**src/rtl/assert_macros.svh**
```systemverilog
// assert_macros.svh
// Assertion helpers for the spotlight corona RTL; no dependencies.
`ifndef ASSERT_MACROS_SVH
`define ASSERT_MACROS_SVH
`ifndef SYNTHESIS
// same-cycle implication
`define SCI_ASSERT_SAME(lbl, clk, rst_n, pre, post) \
    lbl: assert property (@(posedge clk) disable iff (!rst_n) (pre) |-> (post)) \
        else $error("assertion failed");
// next-cycle implication
`define SCI_ASSERT_NEXT(lbl, clk, rst_n, pre, post) \
    lbl: assert property (@(posedge clk) disable iff (!rst_n) (pre) |=> (post)) \
        else $error("assertion failed");
`else
`define SCI_ASSERT_SAME(lbl, clk, rst_n, pre, post)
`define SCI_ASSERT_NEXT(lbl, clk, rst_n, pre, post)
`endif
`endif

```
**src/rtl/sci_sqrt.sv**
```systemverilog
// sci_sqrt.sv
// Pipelined digit-by-digit floor square root with a pass-along side field.
// No package dependencies.
`timescale 1ns / 1ps
module sci_sqrt #(
    parameter int VW  = 42,
    parameter int SPS = 3,
    parameter int SW  = 1
) (
    input  logic            clk,
    input  logic            rst_n,
    input  logic            in_vld,
    input  logic [VW-1:0]   val,
    input  logic [SW-1:0]   side_in,
    output logic            out_vld,
    output logic [VW/2-1:0] root,
    output logic [SW-1:0]   side_out
);
    localparam int RW  = VW / 2;
    localparam int NST = (RW + SPS - 1) / SPS;

    logic [NST-1:0] vld_reg;
    logic [RW:0]    rem_reg  [NST];
    logic [RW-1:0]  root_reg [NST];
    logic [VW-1:0]  val_reg  [NST];
    logic [SW-1:0]  side_reg [NST];

    for (genvar s = 0; s < NST; s++)
    begin : g_stage
        logic          vld_in;
        logic [RW:0]   rem_in, rem_next;
        logic [RW-1:0] root_in, root_next;
        logic [VW-1:0] val_in, val_next;
        logic [SW-1:0] side_s;

        if (s == 0)
        begin : g_head
            assign vld_in  = in_vld;
            assign rem_in  = '0;
            assign root_in = '0;
            assign val_in  = val;
            assign side_s  = side_in;
        end
        else
        begin : g_body
            assign vld_in  = vld_reg[s-1];
            assign rem_in  = rem_reg[s-1];
            assign root_in = root_reg[s-1];
            assign val_in  = val_reg[s-1];
            assign side_s  = side_reg[s-1];
        end

        always_comb
        begin
            logic [RW+2:0] t;
            logic [RW+2:0] trial;
            rem_next  = rem_in;
            root_next = root_in;
            val_next  = val_in;
            for (int j = 0; j < SPS; j++)
            begin
                if (s * SPS + j < RW)
                begin
                    t     = {rem_next, val_next[VW-1 -: 2]};
                    trial = {1'b0, root_next, 2'b01};
                    if (t >= trial)
                    begin
                        t         = t - trial;
                        root_next = {root_next[RW-2:0], 1'b1};
                    end
                    else
                        root_next = {root_next[RW-2:0], 1'b0};
                    rem_next = t[RW:0];
                    val_next = {val_next[VW-3:0], 2'b00};
                end
            end
        end

        always_ff @(posedge clk or negedge rst_n)
        begin
            if (!rst_n)
                vld_reg[s] <= 1'b0;
            else
                vld_reg[s] <= vld_in;
        end

        always_ff @(posedge clk)
        begin
            rem_reg[s]  <= rem_next;
            root_reg[s] <= root_next;
            val_reg[s]  <= val_next;
            side_reg[s] <= side_s;
        end
    end

    assign out_vld  = vld_reg[NST-1];
    assign root     = root_reg[NST-1];
    assign side_out = side_reg[NST-1];

endmodule

```
**config.mk**
```make
export PLATFORM = sky130hd
export DESIGN_NAME = sci_sqrt
export DESIGN_NICKNAME = d
export VERILOG_FILES = /design/src/rtl/assert_macros.svh /design/src/rtl/sci_sqrt.sv
export SDC_FILE = /design/constraint.sdc
export NUM_CORES = 1
export LEC_CHECK = 0
export BUFFER_PORTS_ARGS = -buffer_cell sky130_fd_sc_hd__buf_2
export CAP_MARGIN = 40
export CORE_AREA = 2 2 381 232
export DETAILED_ROUTE_END_ITERATION = 10
export DIE_AREA = 0 0 383 234
export HOLD_SLACK_MARGIN = 0.08
export PLACE_DENSITY_LB_ADDON = 0.05
export SLEW_MARGIN = 40
export SYNTH_ARGS = -nofsm -noshare
export SYNTH_HDL_FRONTEND = slang
export SYNTH_SLANG_ARGS = --single-unit
```
**constraint.sdc**
```tcl
create_clock -name clk -period 8.71 [get_ports clk]
set_input_delay 1.742 -clock clk [delete_from_list [all_inputs] [get_ports clk]]
set_output_delay 1.742 -clock clk [all_outputs]
set_load 0.02 [all_outputs]
```
==> impl_metrics.env <==
export IMPL_largest_register_ffs=132
export IMPL_hold_slack_ps=318
export IMPL_grt_pass1_wl_um=136000
export IMPL_wl_per_cell_um=20.2
export IMPL_outcome="complete, no violations"
export IMPL_clock_skew_final_ps=18.5
export IMPL_initial_utilization=0.296
export IMPL_ant_nets=0
export IMPL_synth_most_common_cell="dfxtp_1"
export IMPL_worst_pin_slew_ps=771
export IMPL_clk_pin_slew_ps=60
export IMPL_die_area_um2=89600
export IMPL_drc=0
export IMPL_htree_levels=2
export IMPL_hpwl_um=75500
export IMPL_fin_tns_setup_ps=0
export IMPL_hold_class="reg -> reg"
export IMPL_path_max_fanout=9
export IMPL_max_cap_violations=0
export IMPL_drive_gt1_frac=0.115
export IMPL_via_per_inst=5.21
export IMPL_antenna_found_initial=3
export IMPL_synth_seq_area_share=0.280
export IMPL_synth_ff_type="dfxtp_1"
export IMPL_nets=3601
export IMPL_insertion_delay_ps=620
export IMPL_crit_arrival_ps=8650
export IMPL_tritoncts="yes"
export IMPL_criticalPathCategory="reg -> reg"
export IMPL_grt_ovfl_total=0
export IMPL_initialDrtViolationCount=2131
export IMPL_post_place_cells=4419
export IMPL_rsz0062_at_grt="no"
export IMPL_crit_start="root_reg[4][2]"
export IMPL_cts_buffers=43
export IMPL_grt_pass1_vias=21600
export IMPL_finalPower_mw=8.66
export IMPL_root_buffer="clkbuf_16"
export IMPL_final_min_clock_period_ps=8150
export IMPL_crit_path_start_kind="flop"
export IMPL_maxSlewViolCount=0
export IMPL_fin_crit_sh=0.936
export IMPL_p_per_area_nw_per_um2=293
export IMPL_setup_violations_final=0
export IMPL_cpPeakStageDelay_ps=650
export IMPL_hp_start="val_reg[1][16]"
export IMPL_peakVddDrop_v=0.000140
export IMPL_die_h_um=234
export IMPL_areaGrowthSynthToFinish_pct=15.5
export IMPL_synth_top_area_share=0.273
export IMPL_grt_start_max_net_pins=30
export IMPL_core_area_um2=86500
export IMPL_instances_no_fill=4500
export IMPL_slowest_stage="or4_1"
export IMPL_synth_commonest_cells="349 x dfxtp_1, 264 x nor2_1, 260 x nand2_1"
export IMPL_relSlewSlack=0.482
export IMPL_end_kind="flop"
export IMPL_worst_slack_ps=561
export IMPL_synth_avg_cell_area_um2=8.14
export IMPL_synthesis_instances=3143
export IMPL_clkSinkCount=356
export IMPL_fp_dieW_um=383
export IMPL_track_usage=0.198
export IMPL_yosys_area_top_type="dfxtp_1"
export IMPL_ys_ff_latch=356
export IMPL_fp_row_count=84
export IMPL_synth_edff_count=0
export IMPL_synthTopCellsByArea="dfxtp_1 27%, ha_1 12%, xnor2_1 6.7%, a21oi_1 4.8%, nor2_1 3.9%"
export IMPL_ys_async_sr_fraction=0.0197
export IMPL_gp_congestion=0.904
export IMPL_synthesis_area_um2=25600
export IMPL_synth_warnings=0
export IMPL_first_pass_iters=6
export IMPL_cts_path_max_buffers=3
export IMPL_hold_buffers=0
export IMPL_io_buffers=68
export IMPL_routed_wl_um=90900
export IMPL_reg2reg_from="root_reg[4][2]"
export IMPL_vias=23500
export IMPL_ios=69
export IMPL_crit_required_ps=9210
export IMPL_synth_cell_type_count=102
export IMPL_hold_viol=0
export IMPL_leakagePower_nw=13.4
export IMPL_dp_slack_ps=417
export IMPL_fmax_mhz=123
[stage by stage]
stage,area [um^2],utilization
2_1_floorplan,25600,-
3_3_place_gp,28000,0.324
3_5_place_dp,28000,0.324
4_1_cts,29500,0.341
5_1_grt,29600,0.342
6_report,29600,0.342
[critical path, delay by kind of cell, from the launching register on]
kind	cells	cell delay [ps]
muxes	1	360
adders and majority gates	3	1040
DFF	1	490
and+or+nand+nor	14	3320
AOI/OAI and AO/OA	8	1880
buffers and inverters	5	920
[layout make-up]
cell class | count | area [um^2]
sequential | 356 | 7160
timing repair buffer | 190 | 1290
multi-input combinational | 2520 | 17500
antenna | 1 | 2.50
fill | 9132 | 56900
clock buffer | 53 | 1180
tap | 1161 | 1450
clock inverter | 26 | 288
inverter | 193 | 724
[kinds of logic (layout without fill, tap and decap cells)]
kind of cell | after synthesis | after routing | synth area share
xor+xnor | 291 | 291 | 0.0999
buf+inv | 268 | 462 | 0.0404
simple gates | 1065 | 1065 | 0.213
compound gates | 843 | 843 | 0.215
flops | 356 | 356 | 0.280
fa+ha+maj | 251 | 251 | 0.123
mux | 68 | 68 | 0.0287
other cells | 1 | 3 | 0.000147
[power by group]
| group | internal [mW] | total (mW) | switching, mW |
|---|---|---|---|
| sequential | 1.93 | 2.26 | 0.326 |
| combinational | 1.84 | 4.53 | 2.69 |
| clock | 1.05 | 1.86 | 0.815 |
[cells in the final DEF, fill, tap and decap left out, drive strengths merged, types with 12 or more instances in the layout]
cell type / netlist / layout
dfxtp: 349 / 349
nor2: 265 / 265
nand2: 260 / 260
ha: 251 / 251
a21oi: 246 / 246
xnor2: 197 / 197
inv: 189 / 195
buf: 25 / 190
o21ai: 181 / 181
xor2: 94 / 94
nor3: 88 / 88
a21o: 87 / 87
nand3: 78 / 78
clkbuf: 50 / 53
nand2b: 49 / 49
nand4: 46 / 46
mux2: 42 / 42
nor2b: 41 / 41
o21a: 40 / 40
nor4: 34 / 34
o21bai: 30 / 30
or3: 30 / 30
and3: 29 / 29
o31ai: 29 / 29
a31oi: 28 / 28
o211ai: 27 / 27
mux2i: 26 / 26
or4: 23 / 23
or2: 23 / 23
a211oi: 22 / 22
nor3b: 20 / 20
and2: 17 / 17
nand3b: 17 / 17
a211o: 17 / 17
clkinv: 4 / 15
a21boi: 14 / 14
and4: 12 / 12
a2111oi: 12 / 12
[final timing paths]
kind                                endpoint  slack, ps  cells after the start
max                            rem_reg[5][3]        560                     31
min                           val_reg[2][22]        320                      0
max reg2reg                    rem_reg[5][3]        560                     31
min reg2reg                   val_reg[2][22]        320                      0
max in group asynchronous  g_stage[6].vld_in       7610                      1
min in group asynchronous  g_stage[2].vld_in        950                      1
[routing by layer]
layer  track usage  up-vias  share of wire
li1              -    11700              -
met1         0.344    11100           0.59
met2         0.229      605           0.32
met3        0.0429       62          0.071
met4        0.0327        0          0.013
met5             0        -              0
[what timing repair did]
action	4_1_cts	5_1_grt
hold endpoints to repair	0	0
gates resized for setup	0	7
setup endpoints to repair	0	44
setup buffers	0	1
(Power assumes the default switching activity.)
