===== config.mk =====
export PLATFORM = sky130hd
export DESIGN_NAME = sci_div
export DESIGN_NICKNAME = d
export VERILOG_FILES = /design/src/rtl/assert_macros.svh /design/src/rtl/sci_div.sv
export SDC_FILE = /design/constraint.sdc
export NUM_CORES = 1
export LEC_CHECK = 0
export ABC_CLOCK_PERIOD_IN_PS = 12700
export BUFFER_PORTS_ARGS = -buffer_cell sky130_fd_sc_hd__buf_2
export CAP_MARGIN = 15
export CORE_UTILIZATION = 65
export CTS_BUF_LIST = sky130_fd_sc_hd__clkbuf_4 sky130_fd_sc_hd__clkbuf_8
export CTS_CLUSTER_SIZE = 40
export DETAILED_ROUTE_END_ITERATION = 10
export PLACE_DENSITY = 0.83
export REMOVE_ABC_BUFFERS = 1
export SKIP_LAST_GASP = 1
export SYNTH_ARGS = -nofsm -noshare
export SYNTH_HDL_FRONTEND = slang
export SYNTH_SLANG_ARGS = --single-unit

===== constraint.sdc =====
create_clock -name clk -period 12.7 [get_ports clk]
set_clock_uncertainty 0.15 [all_clocks]
set_input_delay 2.54 -clock clk [delete_from_list [all_inputs] [get_ports clk]]
set_output_delay 2.54 -clock clk [all_outputs]
set_load 0.01 [all_outputs]

===== src/rtl/assert_macros.svh =====
// assert_macros.svh
// Assertion helpers for the spotlight corona RTL; no dependencies.
`ifndef ASSERT_MACROS_SVH
`define ASSERT_MACROS_SVH
`ifndef SYNTHESIS
// same-cycle implication
`define SCI_ASSERT_SAME(lbl, clk, rst_n, pre, post) \
    lbl: assert property (@(posedge clk) disable iff (!rst_n) (pre) |-> (post)) \
        else $error("assertion failed");
// next-cycle implication
`define SCI_ASSERT_NEXT(lbl, clk, rst_n, pre, post) \
    lbl: assert property (@(posedge clk) disable iff (!rst_n) (pre) |=> (post)) \
        else $error("assertion failed");
`else
`define SCI_ASSERT_SAME(lbl, clk, rst_n, pre, post)
`define SCI_ASSERT_NEXT(lbl, clk, rst_n, pre, post)
`endif
`endif


===== src/rtl/sci_div.sv =====
// sci_div.sv
// Pipelined restoring divider, several lanes sharing one divisor.
// Expects num >> QW to be below den. No package dependencies.
`timescale 1ns / 1ps
module sci_div #(
    parameter int LANES = 1,
    parameter int NW    = 33,
    parameter int DW    = 17,
    parameter int QW    = 16,
    parameter int SPS   = 4,
    parameter int SW    = 2
) (
    input  logic                        clk,
    input  logic                        rst_n,
    input  logic                        in_vld,
    input  logic [LANES-1:0][NW-1:0]    num,
    input  logic [DW-1:0]               den,
    input  logic [SW-1:0]               side_in,
    output logic                        out_vld,
    output logic [LANES-1:0][QW-1:0]    quo,
    output logic [SW-1:0]               side_out
);
    localparam int NST = (QW + SPS - 1) / SPS;

    logic [NST-1:0]           vld_reg;
    logic [DW-1:0]            den_reg  [NST];
    logic [LANES-1:0][DW-1:0] rem_reg  [NST];
    logic [LANES-1:0][QW-1:0] wrk_reg  [NST];
    logic [SW-1:0]            side_reg [NST];

    for (genvar s = 0; s < NST; s++)
    begin : g_stage
        logic                     vld_in;
        logic [DW-1:0]            den_in;
        logic [LANES-1:0][DW-1:0] rem_in, rem_next;
        logic [LANES-1:0][QW-1:0] wrk_in, wrk_next;
        logic [SW-1:0]            side_s;

        if (s == 0)
        begin : g_head
            always_comb
            begin
                for (int l = 0; l < LANES; l++)
                begin
                    rem_in[l] = DW'(num[l][NW-1:QW]);
                    wrk_in[l] = num[l][QW-1:0];
                end
            end
            assign vld_in = in_vld;
            assign den_in = den;
            assign side_s = side_in;
        end
        else
        begin : g_body
            assign vld_in = vld_reg[s-1];
            assign den_in = den_reg[s-1];
            assign rem_in = rem_reg[s-1];
            assign wrk_in = wrk_reg[s-1];
            assign side_s = side_reg[s-1];
        end

        // wrk shifts dividend bits out at the top and quotient bits in below
        always_comb
        begin
            logic [DW:0] t;
            rem_next = rem_in;
            wrk_next = wrk_in;
            for (int l = 0; l < LANES; l++)
            begin
                for (int j = 0; j < SPS; j++)
                begin
                    if (s * SPS + j < QW)
                    begin
                        t = {rem_next[l], wrk_next[l][QW-1]};
                        if (t >= {1'b0, den_in})
                        begin
                            t = t - {1'b0, den_in};
                            wrk_next[l] = {wrk_next[l][QW-2:0], 1'b1};
                        end
                        else
                            wrk_next[l] = {wrk_next[l][QW-2:0], 1'b0};
                        rem_next[l] = t[DW-1:0];
                    end
                end
            end
        end

        always_ff @(posedge clk or negedge rst_n)
        begin
            if (!rst_n)
                vld_reg[s] <= 1'b0;
            else
                vld_reg[s] <= vld_in;
        end

        always_ff @(posedge clk)
        begin
            den_reg[s]  <= den_in;
            rem_reg[s]  <= rem_next;
            wrk_reg[s]  <= wrk_next;
            side_reg[s] <= side_s;
        end
    end

    assign out_vld  = vld_reg[NST-1];
    assign quo      = wrk_reg[NST-1];
    assign side_out = side_reg[NST-1];

endmodule


==> impl_metrics.csv, run 1 <==
group,metric,value,unit
critical_path,timing_worst_setup_path_type,"in -> reg",
critical_path,regToRegStartpoint,"den_reg[0][1]",
route,antenna_left,0,
hold_path,hold_path_startpoint,"wrk_reg[1][3]",
yosys,postSynth.asyncResetShare,2.247,%
timing,final_max_slew_viol_count,0,
clock_tree,clock_insertion_delay_at_the_later_pin_of_the_skew_report,0.48,ns
finish,fillCellCount,2278,
global_routing,grt_total_usage,32.11,%
finish,largest_reg_flops,64,
clock_tree,tritoncts,"built",
yosys,syn_inst,2260,
global_routing,grt_max_degree,20,
hold_path,hold-path-endpoint,"wrk_reg[2][7]",
global_routing,via_count_of_the_first_global_routing_pass,16188,
timing,final_worst_path_cycle_share,95.48,%
timing,fmax,0.08247,GHz
critical_path,worst_setup_path_start_kind,"primary input",
hold_path,timing.hold.worst.class,"reg -> reg",
timing,postLayoutSetupSlackWorst,0.5747,ns
route,route.detailed.wl_per_inst,18.11,um
placement,gp_congestion,0.9899,
clock_tree,clkSlewWorstSetupHoldPaths,0.10,ns
placement,place_area,19870,sq um
critical_path,path_max_fanout,18,
clock_tree,clock-sinks,178,
flow_run,timing.max_cap.violations,0,
finish,area_of_all_placed_cells_without_fillers,20340,sq um
die,dieHeight,173.2,um
yosys,post-synth-top-area-fraction,18.28,%
hold_path,whs_path_depth,0,
yosys,synth-edff-count,0,
outcome,outcome,"complete, no violations",
clock_tree,clock-root-buffer,"clkbuf_8",
finish,area_growth_syn_to_layout,6.770,%
critical_path,worst_setup_path_end_kind,"flip-flop",
yosys,yosys.cell_types.count,84,
die,floorplan.initialDensity,66.21,%
critical_path,timing.critical_path.arrival,12.34,ns
die,core_area,28780,sq um
timing,finalWorstPathRequiredPeriod,12.13,ns
route,detailroute.via_count,17364,
yosys,largest_family_of_logic_cells_by_synthesized_area,"compound AO/OA/AOI/OAI gates",
placement,dp_worst_setup_slack,0.01597,ns
placement,placement.io_buffers,73,
yosys,synth-seq-cells,178,
yosys,synth-simple-area-share,14.90,%
yosys,yosys-top-cells-area,"dfxtp_1 (18%), ha_1 (18%), mux2_2 (8.7%)",
route,detail_route.wirelength,49570,um
critical_path,timing.reg2reg.setup_slack,0.72,ns
die,die_w,173.2,um
timing,timing.final.setup_violations,0,
yosys,synth_area_leader,"dfxtp_1",
yosys,syn_area_per_cell,8.431,sq um
yosys,synth_xor_xnor_area_share,8.366,%
route,drt-vias-per-instance,6.344,
finish,num-nets-final,2679,
global_routing,first_pass_grt_wire_length,78770,um
critical_path,critical_path.slowest_cell,"or4_1",
placement,detailed_place_hpwl,40230,um
global_routing,number_of_antenna_violations_at_the_first_check_in_global_routing,5,
yosys,yosysWarnings,0,
yosys,post_synth_fa_ha_maj_area_fraction,19.44,%
finish,final_common_cell,"ha_1",
timing,maxSlewHeadroom,35.30,%
critical_path,crit_required,12.92,ns
yosys,synth_mux_area_share,12.20,%
clock_tree,h-tree-depth,4,
finish,most-common-layout-cells,"ha_1 (272), a21oi_1 (191), dfxtp_1 (174), inv_1 (172), mux2_2 (148)",
yosys,synth_flop_type,"dfxtp_1",
route,drt_drc_violations_left,0,
global_routing,grt.overflow.total,0,
yosys,synth-seq-area-share,18.81,%
timing,tightest_slew,0.9705,ns
route,detailedRoute.firstIterationViolations,1294,
timing,finalSetupTns,0,ns
critical_path,critical-path-max-stage-delay,0.56,ns
finish,post-route-util,70.69,%
yosys,netlist_area,19050,sq um
die,ioPinCount,74,
clock_tree,clock_path_buffers,2,
critical_path,reg2regPathDepth,40,
timing,hold_viol_final,0,
die,die_area,30000,sq um
yosys,synth_compound_area_share,22.00,%
die,placement_rows,62,
critical_path,crit-reg2reg-capture,"rem_reg[1][16]",
clock_tree,tritoncts.num_buffers,17,
finish,post_route_cells_drive_above_1_share,13.79,%
route,detailedRoute.firstPassIterationCount,6,
==> layer usage <==
layer | global-route usage [%] | vias up | share of wire, %
met3 | 4.539 | 120 | 5.5
met2 | 53.80 | 623 | 47
met5 | 0 | - | 0.022
met1 | 41.45 | 8096 | 45
met4 | 13.05 | 2 | 3.2
li1 | - | 8523 | -
==> timing repair <==
action,CTS,global route
endpoints found under the setup margin,0,19
gates resized for setup,0,6
buffers inserted,0,3
hold buffers,0,0
==> layout make-up <==
| type | count | area, sq um | share of cell area [%] |
|---|---|---|---|
| flip-flops and latches | 178 | 3583 | 17.61 |
| diodes | 3 | 7.507 | 0.03690 |
| repair buffers | 93 | 519.2 | 2.552 |
| well taps | 384 | 480.5 | 2.362 |
| multi-input cells | 1873 | 14680 | 72.15 |
| inverters | 174 | 653.1 | 3.210 |
| clock inverters | 15 | 188.9 | 0.9287 |
| clock buffers | 17 | 234.0 | 1.150 |
==> worst max-delay path: cells and delay by family <==
family / cells / cell delay, ns
AOI/OAI and AO/OA: 11 / 2.32
and+or+nand+nor: 12 / 3.04
muxes: 5 / 1.67
adders and majority gates: 4 / 1.47
buffers and inverters: 6 / 1.27
==> kinds of logic (layout without fill, tap and decap cells) <==
group           count (synthesis)  in the layout
compound gates                629            629
simple gates                  569            569
fa+ha+maj                     287            287
buf+inv                       209            299
mux                           206            206
xor+xnor                      182            182
flops                         178            178
other cells                     0              3
==> metrics by stage <==
stage	instances	hold WS, ns
floorplan	2225	0.1596
global placement	2699	0.1604
detailed placement	2699	0.1621
CTS	2731	0.1768
global route	2734	0.1826
finish	2737	0.1764
==> synthesized netlist by cell type, drive strengths merged, types with 6 or more instances <==
library cell and count:
o311ai 10, nand3 68, nand2 106, o31ai 18
a31oi 21, a2111oi 6, o31a 8, or3 16
o21a 30, nand4 34, ha 272, inv 174
dfxtp 174, mux2 162, clkbuf 18, xnor2 124
nor2b 35, a311oi 7, a221oi 7, buf 17
and3 24, fa 15, a31o 6, a21o 73
or2 12, o211ai 19, o21ai 121, o211a 6
a211o 10, nor2 142, a21oi 192, and2 10
xor2 58, o221ai 8, nand2b 30, o21bai 16
mux2i 44, nor4 17, a21boi 11, nor3 51
a211oi 20
==> worst max path at each step <==
stage                           endpoint    start  cells past startpoint
final                      rem_reg[0][5]   den[9]                     38
after floorplan           rem_reg[0][16]  num[15]                     40
after global routing       rem_reg[0][1]   den[1]                     38
after global placement     rem_reg[0][1]   den[1]                     39
after detailed placement   rem_reg[0][1]   den[1]                     38
after CTS                  rem_reg[0][1]   den[1]                     38
Power of run 1 is left out: the tool's default activity adds up to more than one toggle a clock period on the data nets, which glitch-free logic cannot reach.
==> run 2, diff against run 1 <==
- ABC_CLOCK_PERIOD_IN_PS: 12700 -> 10600
- CORE_UTILIZATION: 65 -> 59
- PLACE_DENSITY: 0.83 -> 0.8
- clock period: 12.7 -> 10.6 ns (I/O delays scaled with it)
==> run 2 against run 1 <==
The flow now finishes with violations (negative setup slack). Utilization rose by 5.2 points. Sequential cell count did not move. Wire length rose by 27%. Critical path type unchanged. Critical endpoint is now rem_reg[0][1].
==> impl_metrics.csv, run 2 (same netlist as run 1, synthesis figures left out) <==
group,metric,value,unit
outcome,outcome,"finished with violations",
outcome,violations,"negative setup slack",
clock_tree,clock-sinks,178,
finish,fillCellCount,2096,
route,drt-vias-per-instance,6.436,
global_routing,grt.overflow.total,0,
finish,post_route_cells_drive_above_1_share,29.14,%
timing,grt_setup_unrepaired,"true",
finish,num-nets-final,2989,
timing,maxSlewHeadroom,46.19,%
placement,placement.io_buffers,73,
route,detail_route.wirelength,62950,um
clock_tree,h-tree-depth,4,
flow_run,timing.max_cap.violations,0,
critical_path,crit_required,10.81,ns
finish,multi_input_gate_area,15780,sq um
critical_path,critical-path-max-stage-delay,0.54,ns
finish,most-common-layout-cells,"buf_4 (302), ha_1 (238), dfxtp_1 (172), a21oi_1 (169), inv_1 (161)",
critical_path,timing.critical_path.arrival,11.10,ns
critical_path,critical_path.slowest_cell,"or4_4",
global_routing,via_count_of_the_first_global_routing_pass,18267,
finish,final_common_cell,"buf_4",
finish,area_growth_syn_to_layout,26.02,%
die,die_w,181.7,um
global_routing,number_of_antenna_violations_at_the_first_check_in_global_routing,1,
clock_tree,clock_insertion_delay_at_the_later_pin_of_the_skew_report,0.51,ns
timing,timing.final.setup_violations,18,
clock_tree,clkSlewWorstSetupHoldPaths,0.13,ns
route,drt_drc_violations_left,0,
clock_tree,tritoncts.num_buffers,17,
timing,final_worst_path_cycle_share,102.8,%
route,detailroute.via_count,19713,
route,antenna_left,0,
die,core_area,31640,sq um
timing,finalSetupTns,-4.454,ns
critical_path,timing_worst_setup_path_type,"in -> reg",
hold_path,timing.hold.worst.class,"reg -> reg",
die,dieHeight,181.7,um
placement,detailed_place_hpwl,45270,um
clock_tree,clock_path_buffers,2,
global_routing,grt_max_degree,19,
die,die_area,33020,sq um
global_routing,first_pass_grt_wire_length,90080,um
route,route.detailed.wl_per_inst,20.55,um
die,ioPinCount,74,
timing,tightest_slew,0.8055,ns
die,floorplan.initialDensity,60.23,%
finish,largest_reg_flops,64,
finish,seq_area,3586,sq um
clock_tree,tritoncts,"built",
timing,holdWs,0.1820,ns
clock_tree,cts_hold_buf,0,
route,detailedRoute.firstPassIterationCount,6,
timing,fmax,0.09179,GHz
route,detailedRoute.firstIterationViolations,1561,
timing,hold_viol_final,0,
critical_path,path_max_fanout,6,
clock_tree,clock-root-buffer,"clkbuf_8",
timing,postLayoutSetupSlackWorst,-0.2939,ns
global_routing,grt_total_usage,33.87,%
placement,gp_congestion,0.9839,
timing,finalWorstPathRequiredPeriod,10.89,ns
critical_path,worst_setup_path_end_kind,"flip-flop",
timing,final_max_slew_viol_count,0,
critical_path,worst_setup_path_start_kind,"primary input",
die,placement_rows,65,
## run 2: timing repair
action,CTS,global route
endpoints found under the setup margin,18,55
gates resized for setup,56,191
pin swaps,13,63
gates cloned,4,1
buffers inserted,11,25
## run 2: final timing paths
kind / endpoint / slack, ns / start / cells past startpoint
setup / recovery: rem_reg[0][1] / -0.29 / num[15] / 49
hold reg to reg: wrk_reg[2][8] / 0.18 / wrk_reg[1][4] / 0
setup reg to reg: rem_reg[1][12] / 0.26 / den_reg[0][3] / 42
hold / removal: wrk_reg[2][8] / 0.18 / wrk_reg[1][4] / 0
max in group asynchronous: g_stage[3].vld_in / 8.89 / rst_n / 1
min in group asynchronous: out_vld / 1.29 / rst_n / 1
## run 2: area by class of cell
| class | instances | area share (%) |
|---|---|---|
| Multi-Input combinational cell | 1873 | 65.69 |
| Sequential cell | 178 | 14.93 |
| Timing Repair Buffer | 403 | 12.91 |
| Inverter | 174 | 2.762 |
| Tap cell | 402 | 2.095 |
| Clock buffer | 17 | 0.9744 |
| Clock inverter | 15 | 0.6253 |
| Antenna cell | 1 | 0.01042 |
## run 2: per-layer routing
layer  GRT usage [%]  part of all wire (%)
met5               0                     0
met4           17.15                   5.9
met3           3.951                   6.6
met2           57.80                    47
met1           42.06                    41
## run 2: per-stage QoR
stage	util [%]	instance area (sq um)	setup WS (ns)	cells
2_1_floorplan	-	18890	-1.842	2225
3_3_place_gp	69.54	22000	-0.4548	2991
3_5_place_dp	69.54	22000	-0.7300	2991
4_1_cts	72.11	22810	0.008074	3038
5_1_grt	75.90	24010	-0.5690	3063
6_report	75.90	24010	-0.2939	3063
## run 2: critical path, delay by kind of cell
kind | cells | cell delay (ns)
fa+ha+maj | 5 | 1.55
mux | 3 | 0.91
compound gates | 17 | 2.79
simple gates | 10 | 1.90
buf+inv | 14 | 1.83
Power of run 2 is left out for the same reason.
