===== config.mk =====
export PLATFORM = sky130hd
export DESIGN_NAME = sci_norm
export DESIGN_NICKNAME = d
export VERILOG_FILES = /design/src/rtl/assert_macros.svh /design/src/rtl/sci_pkg.sv /design/src/rtl/sci_norm.sv
export SDC_FILE = /design/constraint.sdc
export NUM_CORES = 2
export LEC_CHECK = 0
export ABC_AREA = 1
export BUFFER_PORTS_ARGS = -buffer_cell sky130_fd_sc_hd__buf_2
export CAP_MARGIN = 15
export CORE_ASPECT_RATIO = 0.75
export CORE_MARGIN = 2
export CORE_UTILIZATION = 65
export CTS_CLUSTER_DIAMETER = 60
export DETAILED_ROUTE_END_ITERATION = 12
export PLACE_DENSITY = 0.83
export SYNTH_ARGS = -nofsm -noshare
export SYNTH_HDL_FRONTEND = slang
export SYNTH_SLANG_ARGS = --single-unit
export TNS_END_PERCENT = 30

===== constraint.sdc =====
create_clock -name clk -period 16.4 [get_ports clk]
set_clock_uncertainty 0.15 [all_clocks]
set_input_delay 0.82 -clock clk [delete_from_list [all_inputs] [get_ports clk]]
set_output_delay 0.82 -clock clk [all_outputs]
set_load 0.005 [all_outputs]

===== src/rtl/assert_macros.svh =====
// assert_macros.svh
// Assertion helpers for the spotlight corona RTL; no dependencies.
`ifndef ASSERT_MACROS_SVH
`define ASSERT_MACROS_SVH
`ifndef SYNTHESIS
// same-cycle implication
`define SCI_ASSERT_SAME(lbl, clk, rst_n, pre, post) \
    lbl: assert property (@(posedge clk) disable iff (!rst_n) (pre) |-> (post)) \
        else $error("assertion failed");
// next-cycle implication
`define SCI_ASSERT_NEXT(lbl, clk, rst_n, pre, post) \
    lbl: assert property (@(posedge clk) disable iff (!rst_n) (pre) |=> (post)) \
        else $error("assertion failed");
`else
`define SCI_ASSERT_SAME(lbl, clk, rst_n, pre, post)
`define SCI_ASSERT_NEXT(lbl, clk, rst_n, pre, post)
`endif
`endif


===== src/rtl/sci_pkg.sv =====
// sci_pkg.sv
// Types and constants for the spotlight corona datapath.
// No dependencies.
`timescale 1ns / 1ps
package sci_pkg;

    localparam int POS_WIDTH = 32;
    localparam int CFG_IDX_W = 3;
    localparam int CFG_DATA_W = 16;

    localparam logic [CFG_IDX_W-1:0] REG_COS_INNER  = 3'd0;
    localparam logic [CFG_IDX_W-1:0] REG_COS_OUTER  = 3'd1;
    localparam logic [CFG_IDX_W-1:0] REG_TINT_RED   = 3'd2;
    localparam logic [CFG_IDX_W-1:0] REG_TINT_GREEN = 3'd3;
    localparam logic [CFG_IDX_W-1:0] REG_TINT_BLUE  = 3'd4;
    localparam logic [CFG_IDX_W-1:0] REG_FADE_LEVEL = 3'd5;
    localparam logic [CFG_IDX_W-1:0] REG_LIGHT_EN   = 3'd6;

    localparam int NORM_BITS = 20;              // normalized magnitude width
    localparam int SUM_W     = 2 * NORM_BITS + 2;
    localparam int LEN_W     = SUM_W / 2;
    localparam int DIR_FRAC  = 14;
    localparam int DNUM_W    = NORM_BITS + DIR_FRAC + 1;
    localparam int QDIR_W    = DIR_FRAC + 1;
    localparam int DIR_W     = QDIR_W + 1;
    localparam int AIM_W     = 35;
    localparam int PROD_W    = DIR_W + AIM_W;
    localparam int DOT_W     = PROD_W + 2;
    localparam int ANG_W     = DOT_W - DIR_FRAC + 1;
    localparam int NUM_W     = ANG_W + 2;
    localparam int DIFF_W    = 17;
    localparam int OCC_W     = 16;
    localparam int OCC_NUM_W = OCC_W + DIFF_W;
    localparam int KEEP_W    = OCC_W + 1;
    localparam int TF_W      = 32;
    localparam int MIX_W     = TF_W + KEEP_W;
    localparam int MIX_SHIFT = 31;

    localparam logic signed [AIM_W-1:0] AIM_ONE  = 35'sh0_1000_0000;
    localparam logic [KEEP_W-1:0]       KEEP_ONE = 17'h1_0000;
    localparam logic [15:0]             FADE_MIN = 16'd32;

    typedef enum logic [1:0] {
        KEEP_ALL,
        KEEP_NONE,
        KEEP_DIV
    } keep_sel_t;

    typedef struct packed {
        logic signed [POS_WIDTH-1:0] cam_x;
        logic signed [POS_WIDTH-1:0] cam_y;
        logic signed [POS_WIDTH-1:0] cam_z;
        logic signed [POS_WIDTH-1:0] lamp_x;
        logic signed [POS_WIDTH-1:0] lamp_y;
        logic signed [POS_WIDTH-1:0] lamp_z;
        logic signed [15:0]          quat_w;
        logic signed [15:0]          quat_x;
        logic signed [15:0]          quat_y;
        logic signed [15:0]          quat_z;
    } req_t;

    typedef struct packed {
        logic [15:0] glow_red;
        logic [15:0] glow_green;
        logic [15:0] glow_blue;
        logic        lamp_visible;
    } res_t;

    typedef struct packed {
        logic signed [15:0] cos_inner;
        logic signed [15:0] cos_outer;
        logic [15:0]        tint_red;
        logic [15:0]        tint_green;
        logic [15:0]        tint_blue;
        logic [15:0]        fade_level;
        logic               light_en;
    } cfg_t;

    typedef struct packed {
        logic signed [15:0] quat_w;
        logic signed [15:0] quat_x;
        logic signed [15:0] quat_y;
        logic signed [15:0] quat_z;
    } quat_t;

    // travels beside the direction divider
    typedef struct packed {
        logic [2:0] neg;
        logic       zero;
        quat_t      quat;
    } dir_tag_t;

    // travels beside the square root
    typedef struct packed {
        logic [2:0][NORM_BITS-1:0] mag;
        dir_tag_t                  tag;
    } dir_side_t;

endpackage


===== src/rtl/sci_norm.sv =====
// sci_norm.sv
// Light-to-camera difference, block normalization and sum of squares.
// Depends on sci_pkg.
`timescale 1ns / 1ps
module sci_norm (
    input  logic                     clk,
    input  logic                     rst_n,
    input  logic                     in_vld,
    input  sci_pkg::req_t            req,
    output logic                     out_vld,
    output logic [sci_pkg::SUM_W-1:0] sum,
    output sci_pkg::dir_side_t       side
);
    localparam int MW = sci_pkg::POS_WIDTH;
    localparam int PW = $clog2(MW + 1);
    localparam int NB = sci_pkg::NORM_BITS;

    logic [4:0] vld_reg;

    logic [2:0][MW-1:0] mag1_reg, mag1_next, mag2_reg;
    logic [2:0]         neg1_next;
    logic [2:0]         neg1_reg, neg2_reg, neg3_reg, neg4_reg, neg5_reg;
    sci_pkg::quat_t     q1_reg, q2_reg, q3_reg, q4_reg, q5_reg;
    logic [PW-1:0]      sh2_next, sh2_reg;
    logic               zero2_next;
    logic               zero2_reg, zero3_reg, zero4_reg, zero5_reg;
    logic [2:0][NB-1:0] mag3_next, mag3_reg, mag4_reg, mag5_reg;
    logic [2:0][2*NB-1:0] sq4_reg;
    logic [sci_pkg::SUM_W-1:0] sum5_reg;

    // stage 1: exact difference and sign
    always_comb
    begin
        logic signed [MW:0] ce [3];
        logic signed [MW:0] le [3];
        ce[0] = (MW+1)'(req.cam_x);
        ce[1] = (MW+1)'(req.cam_y);
        ce[2] = (MW+1)'(req.cam_z);
        le[0] = (MW+1)'(req.lamp_x);
        le[1] = (MW+1)'(req.lamp_y);
        le[2] = (MW+1)'(req.lamp_z);
        for (int i = 0; i < 3; i++)
        begin
            neg1_next[i] = ce[i] < le[i];
            mag1_next[i] = neg1_next[i] ? MW'(le[i] - ce[i]) : MW'(ce[i] - le[i]);
        end
    end

    // stage 2: leading one of the largest magnitude
    always_comb
    begin
        logic [MW-1:0] orv;
        orv = mag1_reg[0] | mag1_reg[1] | mag1_reg[2];
        sh2_next = '0;
        for (int k = 0; k < MW; k++)
        begin
            if (orv[k])
                sh2_next = PW'(k + 1);
        end
        zero2_next = (orv == '0);
    end

    // stage 3: bring the top bit to NB-1
    always_comb
    begin
        logic [MW+NB-1:0] ext;
        for (int i = 0; i < 3; i++)
        begin
            ext = {mag2_reg[i], {NB{1'b0}}} >> sh2_reg;
            mag3_next[i] = ext[NB-1:0];
        end
    end

    always_ff @(posedge clk or negedge rst_n)
    begin
        if (!rst_n)
            vld_reg <= '0;
        else
            vld_reg <= {vld_reg[3:0], in_vld};
    end

    always_ff @(posedge clk)
    begin
        mag1_reg  <= mag1_next;
        neg1_reg  <= neg1_next;
        q1_reg    <= {req.quat_w, req.quat_x, req.quat_y, req.quat_z};
        mag2_reg  <= mag1_reg;
        neg2_reg  <= neg1_reg;
        q2_reg    <= q1_reg;
        sh2_reg   <= sh2_next;
        zero2_reg <= zero2_next;
        mag3_reg  <= mag3_next;
        neg3_reg  <= neg2_reg;
        q3_reg    <= q2_reg;
        zero3_reg <= zero2_reg;
        for (int i = 0; i < 3; i++)
            sq4_reg[i] <= mag3_reg[i] * mag3_reg[i];
        mag4_reg  <= mag3_reg;
        neg4_reg  <= neg3_reg;
        q4_reg    <= q3_reg;
        zero4_reg <= zero3_reg;
        sum5_reg  <= sci_pkg::SUM_W'(sq4_reg[0]) + sci_pkg::SUM_W'(sq4_reg[1])
                   + sci_pkg::SUM_W'(sq4_reg[2]);
        mag5_reg  <= mag4_reg;
        neg5_reg  <= neg4_reg;
        q5_reg    <= q4_reg;
        zero5_reg <= zero4_reg;
    end

    assign out_vld       = vld_reg[4];
    assign sum           = sum5_reg;
    assign side.mag      = mag5_reg;
    assign side.tag.neg  = neg5_reg;
    assign side.tag.zero = zero5_reg;
    assign side.tag.quat = q5_reg;

endmodule


==> impl_metrics.prom <==
# TYPE chip_impl_metric gauge
chip_impl_metric{name="setup_viol_count_final",unit=""} 0
chip_impl_metric{name="route.vias.total",unit=""} 56600
chip_impl_metric{name="rows",unit=""} 104
chip_impl_metric{name="timing.final.ws_setup",unit="ns"} 8.44
chip_impl_info{name="hold_path.startpoint",value="req[18]"} 1
chip_impl_info{name="crit-reg2reg-launch",value="mag3_reg[4]"} 1
chip_impl_metric{name="nFillCells",unit=""} 8106
chip_impl_metric{name="floorplan.initialDensity",unit=""} 0.657
chip_impl_metric{name="seq_area_frac_synth",unit=""} 0.249
chip_impl_metric{name="port_buffers",unit=""} 429
chip_impl_metric{name="detail-route-antenna-nets",unit=""} 0
chip_impl_info{name="cp_slowest_cell",value="sky130_fd_sc_hd__dfxtp_1"} 1
chip_impl_metric{name="final_max_slew_viol_count",unit=""} 0
chip_impl_metric{name="placed_cells_incl_taps",unit=""} 10000
chip_impl_info{name="rsz0062_at_grt",value="no"} 1
chip_impl_metric{name="largest_net_degree_at_the_start_of_global_routing",unit=""} 101
chip_impl_metric{name="wl_per_cell",unit="µm"} 19.7
chip_impl_metric{name="clock_period_minus_worst_slack",unit="ns"} 7.96
chip_impl_metric{name="setup_total_negative_slack",unit="ns"} 0
chip_impl_info{name="cp_common_cell",value="sky130_fd_sc_hd__fa_1"} 1
chip_impl_metric{name="drtIter0Drc",unit=""} 4723
chip_impl_metric{name="worst-slew-pin-transition",unit="ns"} 1.16
chip_impl_metric{name="synth-edff-count",unit=""} 0
chip_impl_metric{name="asyncSetResetFlopFracSynth",unit=""} 0.00569
chip_impl_metric{name="post_synth_instance_area",unit="mm²"} 0.0707
chip_impl_info{name="worst_setup_path_end_kind",value="flip-flop"} 1
chip_impl_metric{name="overflow",unit=""} 0
chip_impl_metric{name="place.gp.congestion",unit=""} 1.01
chip_impl_metric{name="grt_usage",unit=""} 0.365
chip_impl_metric{name="path_clk_slew",unit="ns"} 0.07
chip_impl_metric{name="relSlewSlack",unit=""} 0.226
chip_impl_metric{name="initial_antenna_violation_count",unit=""} 5
chip_impl_metric{name="floorplan.die_area",unit="mm²"} 0.111
chip_impl_info{name="worstSetupPathType",value="reg2reg"} 1
chip_impl_metric{name="route.detailed.vias_per_inst",unit=""} 5.55
chip_impl_metric{name="die-height",unit="µm"} 290
chip_impl_metric{name="cap_viol_max_count",unit=""} 0
chip_impl_metric{name="synth.distinct_cells",unit=""} 75
chip_impl_metric{name="critical-path-max-stage-delay",unit="ns"} 0.99
chip_impl_metric{name="die_x",unit="µm"} 385
chip_impl_metric{name="floorplan.core_area",unit="mm²"} 0.108
chip_impl_info{name="tritoncts_clock_tree",value="built"} 1
chip_impl_metric{name="final_layout_size_suffix_gt1_frac",unit=""} 0.0888
chip_impl_info{name="status",value="complete, no violations"} 1
chip_impl_metric{name="max-clock-path-buffers",unit=""} 3
chip_impl_metric{name="timing_hold_violations_final",unit=""} 0
chip_impl_metric{name="finalNonFillerCells",unit=""} 10200
chip_impl_info{name="ctsRootBufferMaster",value="sky130_fd_sc_hd__clkbuf_16"} 1
chip_impl_metric{name="grt_pass1_vias",unit=""} 58700
chip_impl_info{name="worst_hold_path_type",value="in2reg"} 1
chip_impl_metric{name="placement.setup.worst_slack",unit="ns"} 8.53
chip_impl_info{name="crit_path_start",value="mag3_reg[4]"} 1
chip_impl_metric{name="num_io_pins",unit=""} 430
chip_impl_info{name="worstSetupStartpointType",value="flip-flop"} 1
chip_impl_metric{name="synthesis.yosys.warnings",unit=""} 0
chip_impl_metric{name="period_share",unit=""} 0.485
chip_impl_metric{name="place_hpwl",unit="mm"} 160
chip_impl_metric{name="drt_first_pass_iters",unit=""} 10
chip_impl_metric{name="flow.area_growth_from_synthesis",unit="%"} 9.87
chip_impl_metric{name="nets",unit=""} 10500
chip_impl_metric{name="cts-buffers-inserted",unit=""} 91
chip_impl_metric{name="synth_cells",unit=""} 8322
chip_impl_metric{name="clkLatencyLatePin",unit="ns"} 0.74
chip_impl_metric{name="htreeDepth",unit=""} 3
chip_impl_metric{name="largest_register_ffs",unit=""} 124
chip_impl_metric{name="synthesized_area_per_cell",unit="µm²"} 8.49
chip_impl_metric{name="synth_seq_cells",unit=""} 878
chip_impl_metric{name="global_route_wire_length_before_repair",unit="mm"} 316
chip_impl_info{name="synth_ff_type",value="sky130_fd_sc_hd__dfxtp_1"} 1
chip_impl_metric{name="worstPathMaxFanout",unit=""} 22
chip_impl_metric{name="remaining_drc_errors",unit=""} 0
chip_impl_metric{name="cts-resized-gates",unit=""} 0
chip_impl_metric{name="arrival",unit="ns"} 8.43
chip_impl_metric{name="routed_wl",unit="mm"} 201
chip_impl_metric{name="clock_sinks",unit=""} 878
chip_impl_metric{name="fmax",unit="MHz"} 126
chip_impl_metric{name="worst_ep_required_time",unit="ns"} 16.87
-- placed cells by master (no fill, tap or decap), types with 92 or more instances in the layout --
cell / n
sky130_fd_sc_hd__inv_1: 1874
sky130_fd_sc_hd__fa_1: 887
sky130_fd_sc_hd__dfxtp_1: 870
sky130_fd_sc_hd__nand2_1: 1599
sky130_fd_sc_hd__clkbuf_16: 92
sky130_fd_sc_hd__xnor2_1: 108
sky130_fd_sc_hd__buf_2: 429
sky130_fd_sc_hd__xor2_1: 170
sky130_fd_sc_hd__nor2_1: 320
sky130_fd_sc_hd__o21ai_0: 416
sky130_fd_sc_hd__a21oi_1: 469
sky130_fd_sc_hd__ha_1: 670
sky130_fd_sc_hd__nand3_1: 134
-- stage by stage --
stage	hold WS (ns)	area [µm²]	utilization
floorplan	0.160	70700	-
global placement	0.160	74100	0.689
detailed placement	0.162	74100	0.689
CTS	0.000461	77600	0.721
global route	0.00929	77700	0.722
finish	0.0414	77700	0.722
-- path summary, 6_finish.rpt --
path / endpoint / slack [ns] / cells past startpoint
worst max-delay path: sq4_reg[36] / 8.44 / 30
worst min-delay path: q1_reg[18] / 0.04 / 1
worst max register to register: sq4_reg[36] / 8.44 / 30
worst min register to register: side[125] / 0.14 / 0
max in group asynchronous: vld_reg[4] / 15.63 / 2
min in group asynchronous: vld_reg[2] / 0.32 / 2
-- metal layers --
metal | up-vias | global-route usage | share of wire
met5 | - | 0 | 0.00023
met1 | 27200 | 0.488 | 0.41
met3 | 511 | 0.0931 | 0.10
met4 | 8 | 0.126 | 0.037
li1 | 26300 | - | -
met2 | 2685 | 0.582 | 0.45
-- synth_stat cells (all sizes together), types with 2 or more instances --
| library cell | instances | area, µm² |
|---|---|---|
| inv | 1882 | 7070 |
| nand2 | 1616 | 6130 |
| fa | 887 | 17800 |
| dfxtp | 873 | 17500 |
| ha | 670 | 8380 |
| a21oi | 490 | 2530 |
| o21ai | 482 | 2540 |
| nor2 | 337 | 1320 |
| xor2 | 170 | 1490 |
| clkbuf | 167 | 627 |
| nand3 | 136 | 691 |
| xnor2 | 108 | 946 |
| buf | 72 | 345 |
| o221ai | 62 | 549 |
| nor3 | 60 | 300 |
| a31oi | 44 | 288 |
| mux2i | 33 | 330 |
| o21a | 33 | 248 |
| o211ai | 24 | 185 |
| a21o | 23 | 173 |
| nor4 | 15 | 93.8 |
| a21boi | 13 | 128 |
| nand4 | 13 | 81.3 |
| o21bai | 12 | 93.8 |
| o22ai | 12 | 81.3 |
| a221oi | 11 | 109 |
| o31ai | 9 | 72.6 |
| a211oi | 8 | 60.1 |
| o2111ai | 7 | 61.3 |
| or2 | 7 | 43.8 |
| dfrtp | 5 | 125 |
| a22oi | 4 | 30.0 |
| o31a | 4 | 35.0 |
| a2111oi | 3 | 32.5 |
| a22o | 3 | 26.3 |
| clkinv | 3 | 11.3 |
| nand3b | 3 | 22.5 |
| o221a | 3 | 33.8 |
| o41ai | 3 | 26.3 |
| a221o | 2 | 20.0 |
| a31o | 2 | 17.5 |
| o211a | 2 | 20.0 |
-- cell type report --
| type | instances | area, µm² | area share |
|---|---|---|---|
| antenna | 1 | 2.50 | 0.0000322 |
| sequential | 878 | 17600 | 0.227 |
| multi-input combinational | 5322 | 45000 | 0.580 |
| tap | 1431 | 1790 | 0.0231 |
| clock buffer | 117 | 2540 | 0.0327 |
| inverter | 1885 | 7080 | 0.0912 |
| timing repair buffer | 515 | 2880 | 0.0371 |
| clock inverter | 53 | 723 | 0.00931 |
-- critical path: cells and delay by family, from the launching register on --
family                     cells  cell delay, ns
xor gates and xnor gates       1            0.14
DFF                            1            0.99
and+or+nand+nor                5            0.56
buffers and inverters          6            0.35
AOI/OAI and AO/OA             10            1.71
adders and majority gates      8            3.93
-- kinds of logic (layout without fill, tap and decap cells) --
| logic type | Yosys count | in the layout | share of synthesized area |
|---|---|---|---|
| mux | 33 | 33 | 0.00467 |
| compound gates | 1261 | 1261 | 0.105 |
| other cells | 1 | 4 | 0.0000531 |
| flops | 878 | 878 | 0.249 |
| xor+xnor | 278 | 278 | 0.0344 |
| simple gates | 2190 | 2190 | 0.123 |
| fa+ha+maj | 1557 | 1557 | 0.370 |
| buf+inv | 2124 | 2570 | 0.114 |
-- what timing repair did --
item                                   in CTS  in global routing
hold buffers                               26                  1
endpoints found under the hold margin      30                  1
setup buffers                               0                  0
Power is not shown: default switching activity piles up to over one toggle a cycle in this logic, so the estimate is an artifact.
